[src/hw/rtl/cll_pkg.sv]
// Package for the code lock: payload words, mode and event codes,
// configuration register indexes and reset values.
// No dependencies; every other file of the lock imports it.
`timescale 1ns / 1ps
`default_nettype none

package cll_pkg;

  // Entry buffer depth and derived widths
  localparam int MAX_LEN   = 8;
  localparam int IDX_W     = (MAX_LEN > 1) ? $clog2(MAX_LEN) : 1;
  localparam int COUNT_W   = $clog2(MAX_LEN + 1);

  // Blink half period in milliseconds
  localparam int BLINK_MS  = 200;
  localparam int BLINK_W   = $clog2(BLINK_MS);

  // Elapsed-time counter: wide enough to pass the largest duration
  localparam int TICKS_W   = 20;
  localparam int ELAPSED_W = TICKS_W + 1;

  localparam int CFG_IDX_W = 3;

  localparam logic [7:0] CHAR_LF = 8'h0A;
  localparam logic [7:0] CHAR_CR = 8'h0D;

  // Configuration reset values
  localparam logic [3:0]         RST_PASSWORD_LENGTH = 4'd4;
  localparam logic [63:0]        RST_PASSWORD_CHARS  = 64'h0000_0000_3433_3231;
  localparam logic [3:0]         RST_MAX_ATTEMPTS    = 4'd3;
  localparam logic [TICKS_W-1:0] RST_UNLOCK_TICKS    = 20'd5000;
  localparam logic [TICKS_W-1:0] RST_BLOCK_TICKS     = 20'd10000;

  typedef enum logic [CFG_IDX_W-1:0] {
    CFG_PASSWORD_LENGTH = 3'd0,
    CFG_PASSWORD_CHARS  = 3'd1,
    CFG_MAX_ATTEMPTS    = 3'd2,
    CFG_UNLOCK_TICKS    = 3'd3,
    CFG_BLOCK_TICKS     = 3'd4
  } cfg_index_t;

  typedef enum logic {
    OP_CHAR = 1'b0,
    OP_TICK = 1'b1
  } opcode_t;

  typedef enum logic [1:0] {
    MODE_LOCKED  = 2'd0,
    MODE_OPEN    = 2'd1,
    MODE_BLOCKED = 2'd2
  } mode_t;

  typedef enum logic [3:0] {
    EV_NONE            = 4'd0,
    EV_ECHO            = 4'd1,
    EV_GRANTED         = 4'd2,
    EV_DENIED          = 4'd3,
    EV_LOCKOUT         = 4'd4,
    EV_IGNORED_BLOCKED = 4'd5,
    EV_IGNORED_OPEN    = 4'd6,
    EV_RELOCKED        = 4'd7,
    EV_BLOCK_ENDED     = 4'd8
  } event_t;

  typedef struct packed {
    logic       opcode;
    logic [7:0] char_code;
  } in_word_t;

  typedef struct packed {
    logic       lamp;
    logic [1:0] mode;
    logic [3:0] attempts_left;
    logic [3:0] event_res;
  } out_word_t;

  typedef struct packed {
    logic                 we;
    logic [CFG_IDX_W-1:0] index;
    logic [63:0]          data;
  } cfg_write_t;

endpackage

`default_nettype wire

[src/hw/rtl/cll_core.sv]
// Lock state, configuration registers and the one-pass update per word.
// Depends on cll_pkg. The result is combinational; the top level registers it.
`timescale 1ns / 1ps
`default_nettype none

module cll_core (
  input  logic                clk,
  input  logic                rst,
  input  logic                accept,
  input  cll_pkg::in_word_t   in_word,
  input  cll_pkg::cfg_write_t cfg_wr,
  output cll_pkg::out_word_t  result
);
  import cll_pkg::*;

  // Configuration registers
  logic [3:0]         password_length;
  logic [63:0]        password_chars;
  logic [3:0]         max_attempts;
  logic [TICKS_W-1:0] unlock_ticks;
  logic [TICKS_W-1:0] block_ticks;

  // Lock state
  mode_t                lock_mode, lock_mode_next;
  logic [7:0]           entry_buffer [MAX_LEN];
  logic [COUNT_W-1:0]   entry_count, entry_count_next;
  logic                 entry_overflow, entry_overflow_next;
  logic [3:0]           failed_count, failed_count_next;
  logic [31:0]          now_ms, now_ms_next;
  logic [BLINK_W-1:0]   blink_ms, blink_ms_next;
  logic                 blink_phase, blink_phase_next;
  logic [ELAPSED_W-1:0] elapsed, elapsed_next;

  logic                 buf_we;
  logic [MAX_LEN-1:0]   byte_ok;
  logic                 entry_match;
  logic                 is_enter;
  logic [3:0]           failed_sat;
  logic [ELAPSED_W-1:0] elapsed_inc;
  event_t               ev;

  // Configuration writes; unknown indexes are dropped
  always_ff @(posedge clk) begin
    if (rst) begin
      password_length <= RST_PASSWORD_LENGTH;
      password_chars  <= RST_PASSWORD_CHARS;
      max_attempts    <= RST_MAX_ATTEMPTS;
      unlock_ticks    <= RST_UNLOCK_TICKS;
      block_ticks     <= RST_BLOCK_TICKS;
    end else if (cfg_wr.we) begin
      unique case (cfg_wr.index)
        CFG_PASSWORD_LENGTH: password_length <= cfg_wr.data[3:0];
        CFG_PASSWORD_CHARS:  password_chars  <= cfg_wr.data;
        CFG_MAX_ATTEMPTS:    max_attempts    <= cfg_wr.data[3:0];
        CFG_UNLOCK_TICKS:    unlock_ticks    <= cfg_wr.data[TICKS_W-1:0];
        CFG_BLOCK_TICKS:     block_ticks     <= cfg_wr.data[TICKS_W-1:0];
        default: ;
      endcase
    end
  end

  // Compare entry against password, one lane per buffered byte
  always_comb begin
    for (int i = 0; i < MAX_LEN; i++) begin
      byte_ok[i] = (COUNT_W'(i) >= entry_count) ||
                   (entry_buffer[i] == password_chars[8*i +: 8]);
    end
  end

  assign entry_match = !entry_overflow && (password_length != 4'd0) &&
                       (password_length <= 4'(MAX_LEN)) &&
                       (COUNT_W'(password_length) == entry_count) && (&byte_ok);

  assign is_enter    = (in_word.char_code == CHAR_LF) || (in_word.char_code == CHAR_CR);
  assign failed_sat  = (failed_count == 4'hF) ? 4'hF : failed_count + 4'd1;
  assign elapsed_inc = (&elapsed) ? elapsed : elapsed + ELAPSED_W'(1);

  // Next state and event for the word at the input
  always_comb begin
    lock_mode_next      = lock_mode;
    entry_count_next    = entry_count;
    entry_overflow_next = entry_overflow;
    failed_count_next   = failed_count;
    now_ms_next         = now_ms;
    blink_ms_next       = blink_ms;
    blink_phase_next    = blink_phase;
    elapsed_next        = elapsed;
    buf_we              = 1'b0;
    ev                  = EV_NONE;

    if (in_word.opcode == OP_TICK) begin
      // Advance time; restart the blink phase where the millisecond count wraps
      now_ms_next = now_ms + 32'd1;
      if (&now_ms) begin
        blink_ms_next    = '0;
        blink_phase_next = 1'b0;
      end else if (blink_ms == BLINK_W'(BLINK_MS - 1)) begin
        blink_ms_next    = '0;
        blink_phase_next = !blink_phase;
      end else begin
        blink_ms_next    = blink_ms + BLINK_W'(1);
      end
      elapsed_next = elapsed_inc;
      if (lock_mode == MODE_OPEN) begin
        if (elapsed_inc >= {1'b0, unlock_ticks}) begin
          lock_mode_next = MODE_LOCKED;
          ev             = EV_RELOCKED;
        end
      end else if (lock_mode == MODE_BLOCKED) begin
        if (elapsed_inc >= {1'b0, block_ticks}) begin
          lock_mode_next    = MODE_LOCKED;
          failed_count_next = 4'd0;
          ev                = EV_BLOCK_ENDED;
        end
      end
    end else if (lock_mode == MODE_BLOCKED) begin
      ev = EV_IGNORED_BLOCKED;
    end else if (lock_mode == MODE_OPEN) begin
      ev = EV_IGNORED_OPEN;
    end else if (is_enter) begin
      // Judge a non-empty entry, then clear it
      if ((entry_count != '0) || entry_overflow) begin
        if (entry_match) begin
          lock_mode_next    = MODE_OPEN;
          failed_count_next = 4'd0;
          elapsed_next      = '0;
          ev                = EV_GRANTED;
        end else begin
          failed_count_next = failed_sat;
          if (failed_sat >= max_attempts) begin
            lock_mode_next = MODE_BLOCKED;
            elapsed_next   = '0;
            ev             = EV_LOCKOUT;
          end else begin
            ev = EV_DENIED;
          end
        end
        entry_count_next    = '0;
        entry_overflow_next = 1'b0;
      end
    end else begin
      // Buffer the character, or flag an overlong entry
      if (entry_count < COUNT_W'(MAX_LEN)) begin
        buf_we           = 1'b1;
        entry_count_next = entry_count + COUNT_W'(1);
      end else begin
        entry_overflow_next = 1'b1;
      end
      ev = EV_ECHO;
    end
  end

  // Result word, taken after the update
  always_comb begin
    result.mode          = lock_mode_next;
    result.event_res     = ev;
    result.attempts_left = (failed_count_next >= max_attempts) ? 4'd0
                           : max_attempts - failed_count_next;
    unique case (lock_mode_next)
      MODE_OPEN:    result.lamp = 1'b1;
      MODE_BLOCKED: result.lamp = blink_phase_next;
      default:      result.lamp = 1'b0;
    endcase
  end

  // Hold state; advance on each accepted word
  always_ff @(posedge clk) begin
    if (rst) begin
      lock_mode      <= MODE_LOCKED;
      entry_count    <= '0;
      entry_overflow <= 1'b0;
      failed_count   <= 4'd0;
      now_ms         <= 32'd0;
      blink_ms       <= '0;
      blink_phase    <= 1'b0;
      elapsed        <= '0;
    end else if (accept) begin
      lock_mode      <= lock_mode_next;
      entry_count    <= entry_count_next;
      entry_overflow <= entry_overflow_next;
      failed_count   <= failed_count_next;
      now_ms         <= now_ms_next;
      blink_ms       <= blink_ms_next;
      blink_phase    <= blink_phase_next;
      elapsed        <= elapsed_next;
    end
  end

  // Entry buffer: written at the fill position, no reset
  always_ff @(posedge clk) begin
    if (accept && buf_we) begin
      entry_buffer[entry_count[IDX_W-1:0]] <= in_word.char_code;
    end
  end

endmodule

`default_nettype wire

[src/hw/rtl/code_lock_with_lockout.sv]
// Top level of the code lock: handshakes, configuration port, output buffer.
// Depends on cll_pkg and cll_core.
// Throughput: one word per cycle while the skid entry is empty; the two-entry
// output buffer keeps input open while one result waits. Reset (rst,
// synchronous): lock locked, entry and counters cleared, time zero,
// configuration back to its defaults.
`timescale 1ns / 1ps
`default_nettype none

module code_lock_with_lockout (
  input  logic                      clk,
  input  logic                      rst,
  input  logic                      in_valid,
  output logic                      in_ready,
  input  cll_pkg::in_word_t         in_data,
  output logic                      out_valid,
  input  logic                      out_ready,
  output cll_pkg::out_word_t        out_data,
  input  logic                      cfg_valid,
  output logic                      cfg_ready,
  input  logic [cll_pkg::CFG_IDX_W-1:0] cfg_index,
  input  logic [63:0]               cfg_data
);
  import cll_pkg::*;

  logic       push, pop;
  out_word_t  result;
  out_word_t  skid_data;
  logic       skid_valid;
  cfg_write_t cfg_wr;

  assign cfg_ready    = 1'b1;
  assign cfg_wr.we    = cfg_valid;
  assign cfg_wr.index = cfg_index;
  assign cfg_wr.data  = cfg_data;

  assign in_ready = !skid_valid;
  assign push     = in_valid && in_ready;
  assign pop      = out_valid && out_ready;

  cll_core u_core (
    .clk    (clk),
    .rst    (rst),
    .accept (push),
    .in_word(in_data),
    .cfg_wr (cfg_wr),
    .result (result)
  );

  // Output register plus skid entry
  always_ff @(posedge clk) begin
    if (rst) begin
      out_valid  <= 1'b0;
      skid_valid <= 1'b0;
    end else if (pop) begin
      if (skid_valid) begin
        out_data   <= skid_data;
        skid_valid <= 1'b0;
      end else if (push) begin
        out_data <= result;
      end else begin
        out_valid <= 1'b0;
      end
    end else if (push) begin
      if (out_valid) begin
        skid_data  <= result;
        skid_valid <= 1'b1;
      end else begin
        out_data  <= result;
        out_valid <= 1'b1;
      end
    end
  end

endmodule

`default_nettype wire

[config.mk]
export PLATFORM = sky130hd
export DESIGN_NAME = code_lock_with_lockout
export DESIGN_NICKNAME = d
export VERILOG_FILES = /design/src/hw/rtl/cll_pkg.sv /design/src/hw/rtl/cll_core.sv /design/src/hw/rtl/code_lock_with_lockout.sv
export SDC_FILE = /design/constraint.sdc
export NUM_CORES = 1
export LEC_CHECK = 0
export BUFFER_PORTS_ARGS = -buffer_cell sky130_fd_sc_hd__buf_4
export CAP_MARGIN = 20
export CELL_PAD_IN_SITES_DETAIL_PLACEMENT = 2
export CELL_PAD_IN_SITES_GLOBAL_PLACEMENT = 2
export CORE_MARGIN = 8
export CORE_UTILIZATION = 41
export DETAILED_ROUTE_END_ITERATION = 12
export PLACE_DENSITY = 0.81
export REMOVE_ABC_BUFFERS = 1
export SLEW_MARGIN = 20
export SYNTH_ARGS = -nofsm -noshare
export SYNTH_HDL_FRONTEND = slang
export SYNTH_SLANG_ARGS = --single-unit
[constraint.sdc]
create_clock -name clk -period 8.9 [get_ports clk]
set_input_delay 1.78 -clock clk [delete_from_list [all_inputs] [get_ports clk]]
set_output_delay 1.78 -clock clk [all_outputs]
set_load 0.01 [all_outputs]
==> results of run 1 <==
-- critical path: stages (launching register included) --
cell and delay [ps]:
dfxtp_1 480, nand4_1 290, nor4_4 420, a31oi_1 300
and2_1 300, and4_1 230, xnor2_1 320, ha_1 330
and4_1 190, a221oi_1 290, a211oi_1 140, o21ai_0 790
a31oi_1 260, ha_1 410, nor2b_1 160, o21a_1 160
o21ai_1 360, nor3_1 140, mux2_2 280
-- synth_stat cells (12+ instances only) --
cell type / number / area [um2]
nand2_1: 276 / 1040
dfxtp_1: 187 / 3740
a21oi_1: 125 / 626
xor2_1: 94 / 823
nor2_1: 93 / 349
edfxtp_1: 86 / 2580
inv_1: 65 / 244
nand3_1: 60 / 300
ha_1: 59 / 738
clkbuf_1: 45 / 169
nand4_1: 30 / 188
xnor2_1: 30 / 263
nor3_1: 27 / 135
nor4_1: 20 / 125
o21ai_0: 18 / 90.1
and3_1: 15 / 93.8
nand2b_1: 13 / 81.3
o211ai_1: 13 / 97.6
a31oi_1: 12 / 75.1
-- cell families (layout without fill, tap and decap cells) --
group | Yosys count | count (layout) | synth area share [%]
AOI/OAI and AO/OA | 226 | 226 | 10.8
xor gates and xnor gates | 124 | 124 | 8.47
adders and majority gates | 60 | 60 | 5.91
buffers and inverters | 126 | 221 | 3.83
DFF | 273 | 273 | 49.3
muxes | 13 | 13 | 1.08
other | 1 | 3 | 0.0292
and+or+nand+nor | 575 | 575 | 20.5
-- power by group --
part	switching [mW]	internal [mW]	leakage, nW
logic	0.105	0.0595	2.93
registers	0.0160	1.31	2.29
clock network	0.521	0.758	0.488
-- layer usage --
layer  vias up  global-route usage (%)  share of wire (%)
li1       4981                       -                  -
met1      5252                    26.1                 41
met2       174                    41.5                 52
met3        78                    2.87                3.6
met4         0                    7.76                3.4
met5         -                       0                  0
-- cell type report --
cell class              count  area (um2)  area share (%)
flip-flops and latches    273        6330            42.6
multi-input cells         999        6020            40.6
clock buffers              40         820            5.52
repair buffers             99         743            5.01
well taps                 396         495            3.34
inverters                  65         244            1.64
clock inverters            17         179            1.21
diodes                      2        5.00          0.0337
-- sequential cells by signal (all words and copies together) (netlist names), 2 cells and up --
register and cells:
skid_data 11, u_core.failed_count 4, u_core.elapsed 21, u_core.entry_count 4, u_core.blink_ms 8, u_core.password_length 4, u_core.now_ms 32, u_core.unlock_ticks 20
u_core.max_attempts 4, u_core.password_chars 64, out_data 11, u_core.block_ticks 20, u_core.lock_mode 2, u_core.entry_buffer 64
-- worst paths after layout --
kind	to	cells after the start
max	out_data[7]$_DFFE_PP_	18
min	u_core.unlock_ticks[6]$_SDFFE_PP0P_	2
max reg2reg	out_data[7]$_DFFE_PP_	18
min reg2reg	u_core.unlock_ticks[6]$_SDFFE_PP0P_	2
-- cell usage in the layout, fill, tap and decap left out, types with 4 or more instances in the layout --
cell type  netlist  final
o21ai_0         18     18
bufinv_16        0      4
clkbuf_16        0     31
o211ai_1        13     13
nor4_1          20     20
nand3_1         60     60
inv_1           65     65
edfxtp_1        86     86
clkinv_1         0      8
dfxtp_1        187    187
buf_4            1     99
mux2i_1          6      6
nand2_1        276    276
mux2_2           7      7
ha_1            59     59
and3_1          15     15
or3_1            5      5
o21a_1           5      5
a21o_1           8      8
a31oi_1         12     12
a311oi_1         5      5
and2_1           5      5
a21oi_1        125    125
nand2b_1        13     13
nand4_1         30     30
clkinv_2         0      4
xnor2_1         30     30
xor2_1          94     94
nor3_1          27     24
and4_1           8      8
a211oi_1         7      7
nor2b_1          9      9
nor2_1          93     93
clkbuf_1        45      8
==> flow_results.org, run 1 <==
** Die
- Y dimension of the die :: 193 um
- Horizontal extent of the die :: roughly 190 um
- In this run the count of I/O pins placed on the die edge is 95.
- Area of the core :: 30700 um2
- Row Count :: 64
- Total die area :: about 37000 um2
- Starting density of the core :: a little over two fifths

** Logic synthesis
- Dominant register cell in the synthesized netlist :: dfxtp_1
- Counting flops with a built-in enable in the synthesized netlist gives 86.
- In the synthesized netlist the async set-or-reset flop fraction comes to 0%.
- Synthesized flop and latch total :: 273
- The cell area that synthesis handed to floorplanning was 12800 um2.
- Yosys mapped the design onto slightly below 70 distinct sky130hd cell types.
- During synthesis, Yosys emitted a total of 0 warnings.
- Fraction of the yosys area taken by sequential cells :: roughly 49%
- Counting every instance in the synthesized netlist gives around 1400.
- Average size of a mapped cell :: around 9 um2

** Clocking
- TritonCTS sink count :: 273
- Clk pin slew, worst setup/hold paths :: 60 ps
- Worst-Skew Late Latency :: 570 ps
- Hold_buf cts :: 0
- In this run the number of H-tree levels came out at 1.
- CTS Root Cell :: clkbuf_16
- TritonCTS clock tree :: yes
- Deepest clock path buffer count :: 3
- Number of gates resized after cts :: 0
- Counting the buffers created by CTS gives 31.
- Postcts setup bufs :: 0

** Worst hold path
- Worst hold path type :: reg -> reg
- Critical hold path startpoint :: u_core.unlock_ticks[6]$_SDFFE_PP0P_

** Route
- First DRT Iteration DRCs :: 347
- The first detailed-routing pass took 4 iterations.
- In the routed layout, each cell is associated on average with a via count of approximately 5.5.
- Drc violations :: 0
- Wires add up to about 42000 um.
- In this run the remaining antenna-violating nets after routing total 0.
- Across all layers, the routed design uses about 10000 vias.
- Routed length per placed instance :: around 22 um

** Worst setup path
- Crit end category :: flip-flop
- Critical Path Source Type :: flip-flop
- Startpoint of the most critical setup path :: u_core.elapsed[3]$_SDFFE_PP0P_
- Critical R2R Launch :: u_core.elapsed[3]$_SDFFE_PP0P_
- STA puts the critical path data required time at just over 9000 ps.
- R2r setup slk :: ~2800 ps
- Critical path class :: reg -> reg
- Crit Path Max Fanout :: 9
- Arrival time of data at the critical path endpoint :: around 6400 ps

** Timing
- Setup violations remaining at the end of the flow were counted as 0.
- Relative max-transition margin :: between 20% and 30%
- Achievable frequency :: approximately 160 MHz
- Setup slack on the critical path of the routed design comes to around 2800 ps.
- Final setup skew :: approximately 10 ps
- Hold is met by 462 ps.
- At the pin with the least slew margin, the transition time is ~1100 ps.
- The number of max-slew violations in the final report was 0.
- Final period util :: about two thirds
- For the finished layout, the period the worst path requires is 6100 ps.
- The count of endpoints failing hold in the final timing report is 0.
- For the final routed database, the setup TNS stands at 0 ps.
- Setup repair after global routing left no endpoint under its margin.

** GRT
- Overflow left after global routing :: 0
- Across every metal layer, demand over resource in global routing totals around 22%.
- Entering global routing, the biggest net connects 71 pins.
- The number of global-route vias before repair came to 11900.
- Initial antenna violation count :: 2
- The first global-routing pass estimated about 66000 um of wire.

** Cells and area
- Post-route standard cell area excluding fillers :: 14800 um2
- Area growth syn-to-layout :: 15.7%
- Core utilization of the finished layout :: between 40% and 50%
- In the final design database the tool counted between 1500 and 2000 nets.
- In the final layout, the share of cells above drive strength 1 is a little over a tenth.
- After the flow finishes, the layout carries non-filler instances totaling between 1500 and 2000.
- Count of fill cells added during filler insertion :: around 3300

** Status
- Result of the run :: complete, no violations

** Power and ir drop
- The worst-case IR drop observed on VDD is approximately 0.00014 V.
- Static leakage power :: 5.71 nW
- For this design the ratio of total power to cell area is 186 nW/um2.
- Overall power consumption after layout is estimated at roughly 2.8 mW.

** Run
- Maximum capacitance violations :: 0

** Placement
- Detailed placement HPWL :: 28700 um
- Port buffering added between 90 and 100 buffers.
- Pre-CTS setup slack :: roughly 2800 ps
- RePlAce Congestion :: about 0.81
- In this run the cell area measured after placement is about 14000 um2.
- Once placement completed, the tool counted placed cells totaling 1831.
(Power assumes the default switching activity.)
==> run 2: changes to the inputs <==
--- a/config.mk
+++ b/config.mk
@@ -10,9 +10,9 @@
 export CELL_PAD_IN_SITES_DETAIL_PLACEMENT = 2
 export CELL_PAD_IN_SITES_GLOBAL_PLACEMENT = 2
 export CORE_MARGIN = 8
-export CORE_UTILIZATION = 41
+export CORE_UTILIZATION = 38
 export DETAILED_ROUTE_END_ITERATION = 12
-export PLACE_DENSITY = 0.81
+export PLACE_DENSITY = 0.76
 export REMOVE_ABC_BUFFERS = 1
 export SLEW_MARGIN = 20
 export SYNTH_ARGS = -nofsm -noshare
==> constraint.sdc (replaced) <==
create_clock -name clk -period 6.1 [get_ports clk]
set_input_delay 1.22 -clock clk [delete_from_list [all_inputs] [get_ports clk]]
set_output_delay 1.22 -clock clk [all_outputs]
set_load 0.01 [all_outputs]
==> run 2 against run 1 <==
Against the previous run: sequential power grew 46%; setup slack lost 2400 ps; register-to-register slack lost 2400 ps; routed wire length shrank 3.5%; clock skew grew 5.8 ps; cell count grew 3.1%; via count grew 0.56%; core utilization shrank 3.2 points; critical endpoint unchanged; largest cell class unchanged; largest power group is now the clock network.
==> flow_results.org, run 2 (synthesis results as in run 1) <==
** Power and ir drop
- The combinational share of power is 5.6% (was 5.9%).
- Fraction of power spent switching nets :: 23.2% (about the same)
- Sequential cell fraction of total power :: 45.3% (was 47.8%)
- The peak ir drop on the vdd network came to 0.000163 V (was 0.000144 V).
- The total power density per cell area came to 282 nW/um2 (was 186 nW/um2).
- The reported net switching power was 0.988 mW (was 0.641 mW).
- The share of total power in the clock network is 49.1% (was 46.3%).
- Internal power summed over all cells :: 3.26 mW (was 2.12 mW)
- Static leakage power :: 5.81 nW (was 5.71 nW)

** Die
- Area of the core :: 33400 um2 (was 30700 um2)
- Y dimension of the die :: 200 um (was 193 um)
- Ports placed on the boundary :: 95 (unchanged)
- The chip width is 200 um (was 193 um).
- The starting density of the core is 38.4% (was 41.8%).
- The area enclosed by the die boundary is 39900 um2 (was 37200 um2).
- Row Count :: 67 (was 64)

** Clocking
- TritonCTS sink count :: 273 (unchanged)
- The source-to-sink clock delay at the later pin of the worst-skew pair came to 520 ps (was 570 ps).
- Deepest clock path buffer count :: 3 (unchanged)
- Number of buffers created by CTS :: 35 (was 31)
- TritonCTS clock tree :: yes (unchanged)
- Clk pin slew, worst setup/hold paths :: 60 ps (about the same)
- Postcts setup bufs :: 0 (unchanged)
- CTS Root Cell :: clkbuf_16 (unchanged)
- H-Tree Level Count :: 2 (was 1)

** Worst setup path
- The type of destination of the critical path is a flip-flop (unchanged).
- Slowest stage cell, crit path :: nor4_4 (was o21ai_0)
- The startpoint type of the worst setup path was a flip-flop (unchanged).
- Arrival time of data at the critical path endpoint :: 5950 ps (was 6430 ps)
- The worst stage delay on the critical path came to 480 ps (was 790 ps).
- Cells on worst reg2reg path :: 23 (was 18)
- The family with the most delay on the worst path is simple AND/OR/NAND/NOR gates (was compound AO/OA/AOI/OAI gates).
- The critical path start-end classification is reg -> reg (unchanged).
- The highest fanout seen on the critical path is 7 (was 9).
- The buffer and inverter count on the worst path was 3 (was 0).
- Critical R2R Launch :: u_core.elapsed[0]$_SDFFE_PP0P_ (was u_core.elapsed[3]$_SDFFE_PP0P_)
- R2r setup slk :: 420 ps (was 2800 ps)
- Required time reported for the critical path endpoint :: 6370 ps (was 9220 ps)
- Cell repeated most along the worst path :: ha_1
- The terminus of the critical flop-to-flop path was out_data[7]$_DFFE_PP_ (unchanged).
- Cell breakdown of the critical path :: ha_1 -> nand2_1 -> nor4_4 -> a31oi_1 -> buf_4 -> and2_1 -> and4_1 -> xnor2_1 -> ha_1 -> and4_1 -> a221oi_1 -> a211oi_1 -> o21ai_0 -> buf_4 -> inv_1 -> nor2_1 -> ha_1 -> fa_1 -> nor2b_1 -> o21a_1 -> o21ai_1 -> nor3_1 -> mux2_2 (was nand4_1 -> nor4_4 -> a31oi_1 -> and2_1 -> and4_1 -> xnor2_1 -> ha_1 -> and4_1 -> a221oi_1 -> a211oi_1 -> o21ai_0 -> a31oi_1 -> ha_1 -> nor2b_1 -> o21a_1 -> o21ai_1 -> nor3_1 -> mux2_2)

** Placement
- The routability congestion estimate came to 0.787 (was 0.808).
- Detailed placement HPWL :: 28500 um (was 28700 um)
- The total of buffers placed on input and output ports came to 93 (unchanged).
- Placed cell count :: 1887 (was 1831)

** GRT
- Overflow left after global routing :: 0 (unchanged)
- The pin count of the biggest net entering global routing came to 77 (was 71).
- GRT Resource Usage Total :: 20.4% (was 22.4%)
- The global-route wire length before repair is 64200 um (was 65500 um).
- The initial antenna violation count is 0 (was 2).
- Via count of the first global-routing pass :: 11600 (was 11900)

** Timing
- Setup TNS :: 0 ps (unchanged)
- The slew at the pin closest to its max-slew limit came to 1090 ps (was 1080 ps).
- The share of the clock period used by the worst path came to 93.1% (was 68.6%).
- The maximum clock skew at final layout came to 16.3 ps (was 10.5 ps).
- Pins Over Slew Limit :: 0 (unchanged)
- The final critical-path required period is 5680 ps (was 6100 ps).
- The count of endpoints failing setup in the final report came to 0 (unchanged).
- RSZ-0062 raised after global routing :: false (unchanged)
- Relative max-transition margin :: 27.2% (was 28.0%)
- The count of endpoints failing hold in the final timing report is 0 (unchanged).
- The achievable frequency came to 176 MHz (was 164 MHz).

** Cells and area
- Fraction of final layout cells with drive strength greater than 1 :: 11.5% (was 10.5%)
- Non-filler cells, final :: 1950 (was 1891)
- The final core utilization is 45.2% (was 48.4%).
- The layout overhead on the synthesized area came to 17.7% (was 15.7%).
- Most common library cell in the layout ignoring fill and taps :: nand2_1 (unchanged)
- Top library cells by usage in the layout, fill and taps aside: 276 x nand2_1, 187 x dfxtp_1, 125 x a21oi_1, 102 x buf_4, 94 x xor2_1 (was 276 x nand2_1, 187 x dfxtp_1, 125 x a21oi_1, 99 x buf_4, 94 x xor2_1).
- The antenna diode count is 0 (was 2).
- The final net count was 1617 (was 1610).
- The final-layout fill cell count was 3697 (was 3324).

** Route
- First DRT Iteration DRCs :: 362 (was 347)
- Number of optimization iterations in the first detailed-route pass :: 5 (was 4)
- Routed length per placed instance :: 20.7 um (was 22.1 um)
- The via count is 10500 (about the same).
- Ratio of routed vias to standard cells :: 5.41 (was 5.54)
- Detailed Route WL :: 40300 um (was 41800 um)
- Drc violations :: 0 (unchanged)
- The antenna violation net count after detailed routing was 0 (unchanged).

** Worst hold path
- Critical hold path startpoint :: u_core.block_ticks[1]$_SDFFE_PP0P_ (was u_core.unlock_ticks[6]$_SDFFE_PP0P_)
- The terminating pin of the worst hold path was u_core.block_ticks[1]$_SDFFE_PP0P_ (was u_core.unlock_ticks[6]$_SDFFE_PP0P_).
- The worst min-delay path category is reg -> reg (unchanged).
- Cells on Worst Hold Path :: 2 (unchanged)

** Run
- The max-cap check violation count came to 0 (unchanged).

** Status
- Result of the run: complete, no violations (unchanged).
[run 2: worst min-delay path, stage by stage, from the launching register on]
cell     delay [ps]
dfxtp_1         310
nand2_1          50
a21oi_1          50
[run 2: cell type report]
cell class	instances	area, um2	share of cell area, %
clock buffers	51	1040	6.88
clock inverters	12	125	0.829
inverters	65	244	1.62
multi-input cells	999	6030	40.0
flip-flops and latches	273	6330	41.9
well taps	448	561	3.71
repair buffers	102	766	5.07
[run 2: worst max path at each step]
stage,start,endpoint,slack [ps],depth (start not counted)
global placement,u_core.elapsed[3]$_SDFFE_PP0P_,out_data[10]$_DFFE_PP_,750,20
floorplan,u_core.elapsed[0]$_SDFFE_PP0P_,out_data[7]$_DFFE_PP_,1250,19
global route,u_core.elapsed[0]$_SDFFE_PP0P_,out_data[7]$_DFFE_PP_,20,22
finish,u_core.elapsed[0]$_SDFFE_PP0P_,out_data[7]$_DFFE_PP_,420,23
CTS,u_core.elapsed[0]$_SDFFE_PP0P_,out_data[10]$_DFFE_PP_,320,21
detailed placement,u_core.elapsed[0]$_SDFFE_PP0P_,out_data[10]$_DFFE_PP_,450,21
[run 2: routing by layer]
layer / vias up / share of wire [%] / GRT usage (%) / wire (um)
met5: - / 0 / 0 / 0
met4: 0 / 2.1 / 5.72 / 857
met3: 59 / 3.3 / 3.23 / 1350
met2: 161 / 49 / 35.1 / 19800
met1: 5331 / 45 / 26.0 / 18300
li1: 4993 / - / - / -
[run 2: power by group through the flow]
| stage | Sequential, mW | Combinational (mW) | Clock [mW] |
|---|---|---|---|
| CTS | 1.93 | 0.240 | 2.13 |
| detailed placement | 1.96 | 0.238 | 0 |
| global placement | 1.96 | 0.229 | 0 |
| finish | 1.93 | 0.237 | 2.09 |
| global route | 1.93 | 0.260 | 2.20 |
| floorplan | 1.96 | 0.0979 | 0 |
[run 2: what timing repair did]
action                     CTS  global route
setup endpoints to repair    0             1
hold buffers                 0             0
gates resized for setup      0             1
[run 2: through the flow]
stage | hold slack (ps) | cell area [um2] | power [mW] | worst slack (ps)
2_1_floorplan | 430 | 12600 | 2.06 | 1250
3_3_place_gp | 445 | 13900 | 2.19 | 750
3_5_place_dp | 454 | 13900 | 2.20 | 450
4_1_cts | 461 | 15100 | 4.30 | 322
5_1_grt | 476 | 15100 | 4.39 | 16.4
6_report | 460 | 15100 | 4.25 | 422
